`src/rtl/susf_ram.sv`:
```
// ----------------------------------------------------------------------------
// susf_ram
// Generic simple dual-port RAM: one write port, one read port, registered read.
// ----------------------------------------------------------------------------
`default_nettype none

module susf_ram #(
	parameter int WIDTH = 8,
	parameter int DEPTH = 16,
	localparam int ADDR_W = $clog2(DEPTH)
) (
	input  wire logic              clk,
	input  wire logic              we,
	input  wire logic [ADDR_W-1:0] waddr,
	input  wire logic [WIDTH-1:0]  wdata,
	input  wire logic              re,
	input  wire logic [ADDR_W-1:0] raddr,
	output logic      [WIDTH-1:0]  rdata
);

	logic [WIDTH-1:0] mem_q [DEPTH];

	always_ff @(posedge clk) begin
		if (we) begin
			mem_q[waddr] <= wdata;
		end
		if (re) begin
			rdata <= mem_q[raddr];
		end
	end

endmodule

`default_nettype wire

```
`config.mk`:
```
export PLATFORM = sky130hd
export DESIGN_NAME = susf_ram
export DESIGN_NICKNAME = d
export VERILOG_FILES = /design/src/rtl/susf_ram.sv
export SDC_FILE = /design/constraint.sdc
export NUM_CORES = 1
export LEC_CHECK = 0
export ABC_AREA = 1
export BUFFER_PORTS_ARGS = -buffer_cell sky130_fd_sc_hd__buf_2
export CAP_MARGIN = 20
export CORE_UTILIZATION = 52
export CTS_CLUSTER_DIAMETER = 60
export DETAILED_ROUTE_END_ITERATION = 7
export GPL_ROUTABILITY_DRIVEN = 0
export PLACE_DENSITY = 0.79
export SYNTH_ARGS = -nofsm -noshare
export SYNTH_HDL_FRONTEND = slang
export SYNTH_SLANG_ARGS = --single-unit
```
`constraint.sdc`:
```
create_clock -name clk -period 1.1 [get_ports clk]
set_input_delay 0.22 -clock clk [delete_from_list [all_inputs] [get_ports clk]]
set_output_delay 0.22 -clock clk [all_outputs]
set_load 0.005 [all_outputs]
```
# Word level (Yosys, flattened, before mapping)
# Memory sizes are Yosys's and may differ from the RTL's. A register that Yosys moved wholly into a read port is not among the register bits.
# Index checks and enable logic that the tools add are counted.
[totals]
latchBits = 0
output_inout_bits = 8
rom_bits = 0
memories = 1
ram_bits = 128
inputBits = 19
register_bits = 0
elab_cells = 3
[classes]
n_shift = 0
n_reduce_logical = 0
multipliers = 0
n_lt_le_gt_ge = 0
n_eq_ne = 0
div_mod_pow = 0
n_bitwise = 0
n_mux = 2
add_sub_neg = 0
[memory_table]
columns = ["memory", "depth", "word_bits", "read_ports", "rd_clocked_by_memory_dff", "write_ports", "line", "text"]
rows = [
  ["mem_q", 16, 8, 1, 1, 1, "21", "logic [WIDTH-1:0] mem_q [DEPTH];"],
]
[op_table]
columns = ["operator", "count"]
rows = [
  ["1-bit 2-to-1 mux", 2],
]

# Longest topological paths before layout
[depth]
depth_word = 2
mapped_depth = 8
mapped_depth_nobuf = 7

# Least setup slack after synthesis
# Ideal clock, no wire load.
[synth_path]
path_type = "input to register"
from = "input port waddr[3]"
to = "memory mem_q[4][0], enable pin"
setup_slack_ns = -0.071
stages = 2
t_required_ns = 0.730
setup_ns = 0.370
path_buffers = 0
arrival_ns = 0.801
cell_sequence = "nand3b_1 > nor2_1"
[synth_rtl]
columns = ["element", "line", "text"]
rows = [
  ["from (decl)", "14", "input wire logic [ADDR_W-1:0] waddr,"],
  ["to (decl)", "21", ""],
]
# No word-level cell before the write port.

# Worst setup path after layout
[layout_path]
from = "register rdata[1] (read register of mem_q)"
to = "output port rdata[1]"
[layout_rtl]
columns = ["element", "line", "text"]
rows = [
  ["from (decl)", "18", "output logic [WIDTH-1:0] rdata"],
]
# No word-level cell between the ends.

==> results.py <==
metrics = {
    "worst_setup_path": {
        "slowest_stage": "edfxtp_1",
        "endpoint_kind": "primary output",
        "slowest_delay_ns": 0.41,
        "critical_path_buf_inv_count": 1,
        "startpoint_type": "register",
        "worstPathMaxFanout": 1,
        "worstPathArrival_ns": 1.08,
        "cp_top_family": "flip-flops",
        "worstPathRequired_ns": 0.88,
        "crit_chain": "buf_2",
        "crit_type": "register to primary output",
    },
    "pwr": {
        "p_per_area_nw_per_um2": 1700,
        "power.static_leakage_nw": 3.08,
        "ir_worst_vdd_mv": 1.11,
    },
    "synthesis": {
        "synth_top_area_share_pct": 69.8,
        "synth_area_um2": 5850,
        "ys_types": 11,
        "ys.flop_type": "edfxtp_1",
        "synth_seq_area_share_pct": 69.8,
        "synthCells": 551,
        "synth_edf_count": 136,
        "synth_common_cells": "173 x nand2_1, 136 x edfxtp_1, 100 x inv_1, 97 x nand3_1, 17 x nor2_1",
        "ys_seq_elements": 136,
        "syn-mean-instance-area_um2": 10.6,
        "syn_nets": 570,
        "synthTopCellsByArea": "edfxtp_1 70%, nand2_1 11%, nand3_1 8.3%",
        "synth_most_common_cell": "nand2_1",
        "yosysTopAreaCell": "edfxtp_1",
        "yosysWarnings": 0,
        "synth-async-reset-ratio_pct": 0,
    },
    "finish": {
        "stdcell_count": 754,
        "syn_to_final_growth_pct": 21.6,
        "num-fill-cells": 759,
        "antenna_cells": 0,
        "nets": 620,
        "drive_above_1_share_pct": 25.4,
    },
    "job": {
        "max-cap-violations": 0,
    },
    "routing": {
        "drc": 0,
        "wl_per_cell_um": 17.7,
        "firstDrtPassIters": 5,
        "dr_total_vias": 4036,
        "ant_nets": 0,
        "wl_mm": 13.3,
        "first_iter_violations": 350,
        "drt-vias-per-instance": 5.35,
    },
    "global_routing": {
        "grt.total_usage_pct": 24.6,
        "first_global_vias": 3905,
        "grt-ovfl-total": 0,
        "grt_antenna_before_repair": 0,
        "grt_pass1_wl_mm": 20.6,
        "grt_max_degree": 51,
    },
    "placed_design": {
        "dpl.hpwl_mm": 7.98,
        "dp_cells": 722,
        "portBuffers": 26,
        "pre_cts_ws_ns": -0.368,
    },
    "floorplanning": {
        "rows": 38,
        "die_y_um": 108,
        "start_util_pct": 53.7,
        "io_pins": 27,
        "core_area_um2": 10900,
        "dieArea_um2": 11700,
        "die_w_um": 108,
    },
    "cts": {
        "cts-root-buf": "clkbuf_8",
        "cts_hold_buf": 0,
        "numCtsBuffers": 17,
        "cts.clk_slew.worst_paths_ns": 0.06,
        "cts_htree_levels": 4,
        "cts_tree": "yes",
        "cts.sinks": 136,
        "cts.path.max_buffers": 2,
        "clock_latency_ns": 0.52,
    },
    "sta": {
        "period_share_pct": 119,
        "drv_slew": 0,
        "relSlewSlack_pct": 50.9,
        "rsz0062_at_grt": "true",
        "setup_viol": 11,
        "clock.fmax_mhz": 767,
        "skew_ns": 0.00560,
        "final.setup.worst_slack_ns": -0.204,
        "fin_crit_ns": 1.30,
        "worst_slew_pin_slew_ns": 0.736,
        "finalHoldViolations": 0,
    },
    "status": {
        "outcome": "finished, violations left",
        "violations": "setup timing",
    },
    "worst_hold_path": {
        "hold_path_class": "primary input to register",
    },
}
cell type report:
type                    instances  area, µm²  area share, %
well taps                     140        175           2.46
clock buffers                  20        425           5.98
repair buffers                 55        385           5.42
flip-flops and latches        136       4080           57.4
inverters                     102        383           5.38
multi-input cells             289       1530           21.5
clock inverters                12        133           1.86
final timing paths:
path	startpoint	endpoint	slack [ns]	cells past startpoint
setup / recovery	rdata[1]	rdata[1]	-0.20	1
hold reg to reg	mem_q[14][4]	rdata[4]	0.75	6
hold / removal	re	rdata[0]	0.06	1
setup reg to reg	mem_q[5][4]	rdata[4]	-0.03	6
registers in the layout, indices dropped and copies added, names as in the netlist:
signal / count
rdata: 8
mem_q: 128
metrics by stage:
stage | util [%] | setup TNS (ns) | instance area [µm²] | total power [mW] | hold slack, ns
CTS | 63.1 | -1.40 | 6870 | 12.0 | 0.0390
floorplan | - | -6.08 | 5860 | 6.39 | 0.319
global route | 65.3 | -1.86 | 7110 | 12.4 | 0.0530
finish | 65.3 | -1.30 | 7110 | 12.1 | 0.0555
global placement | 57.4 | -10.96 | 6250 | 6.67 | 0.587
detailed placement | 57.4 | -15.14 | 6250 | 6.70 | 0.584
power by group:
group | switching, mW | internal, mW
Sequential | 0.0340 | 5.84
Clock | 1.95 | 3.40
Combinational | 0.574 | 0.266
Total | 2.56 | 9.51
routing by layer:
metal / part of all wire [%] / routed length (µm) / GRT usage, %
met4: 2.9 / 386 / 9.98
met3: 8.9 / 1190 / 5.06
met5: 0 / 0 / 0
met1: 39 / 5260 / 32.7
met2: 49 / 6490 / 39.8
cells by family (layout without fill, tap and decap cells):
kind of cell           Yosys count  count (layout)  share of synthesized area, %
buffers and inverters          126             189                          9.39
flip-flops                     136             136                          69.8
AND/OR/NAND/NOR                289             289                          20.8
placed cells by master, fill, tap and decap left out, types with 10 or more instances in the layout:
cell / synthesis / routed
nand3_2: 0 / 55
nand2_2: 0 / 10
buf_4: 4 / 26
buf_2: 13 / 26
nor2_1: 17 / 12
nand2_1: 173 / 163
edfxtp_1: 136 / 136
clkbuf_16: 0 / 16
nand3_1: 97 / 42
inv_1: 100 / 96
timing repair:
item,CTS,global route
setup endpoints to repair,14,16
resized for setup,14,55
cloned,0,0
pin swaps,9,32
buffers inserted,0,0
No activity file was read; power rests on OpenSTA's default activity.
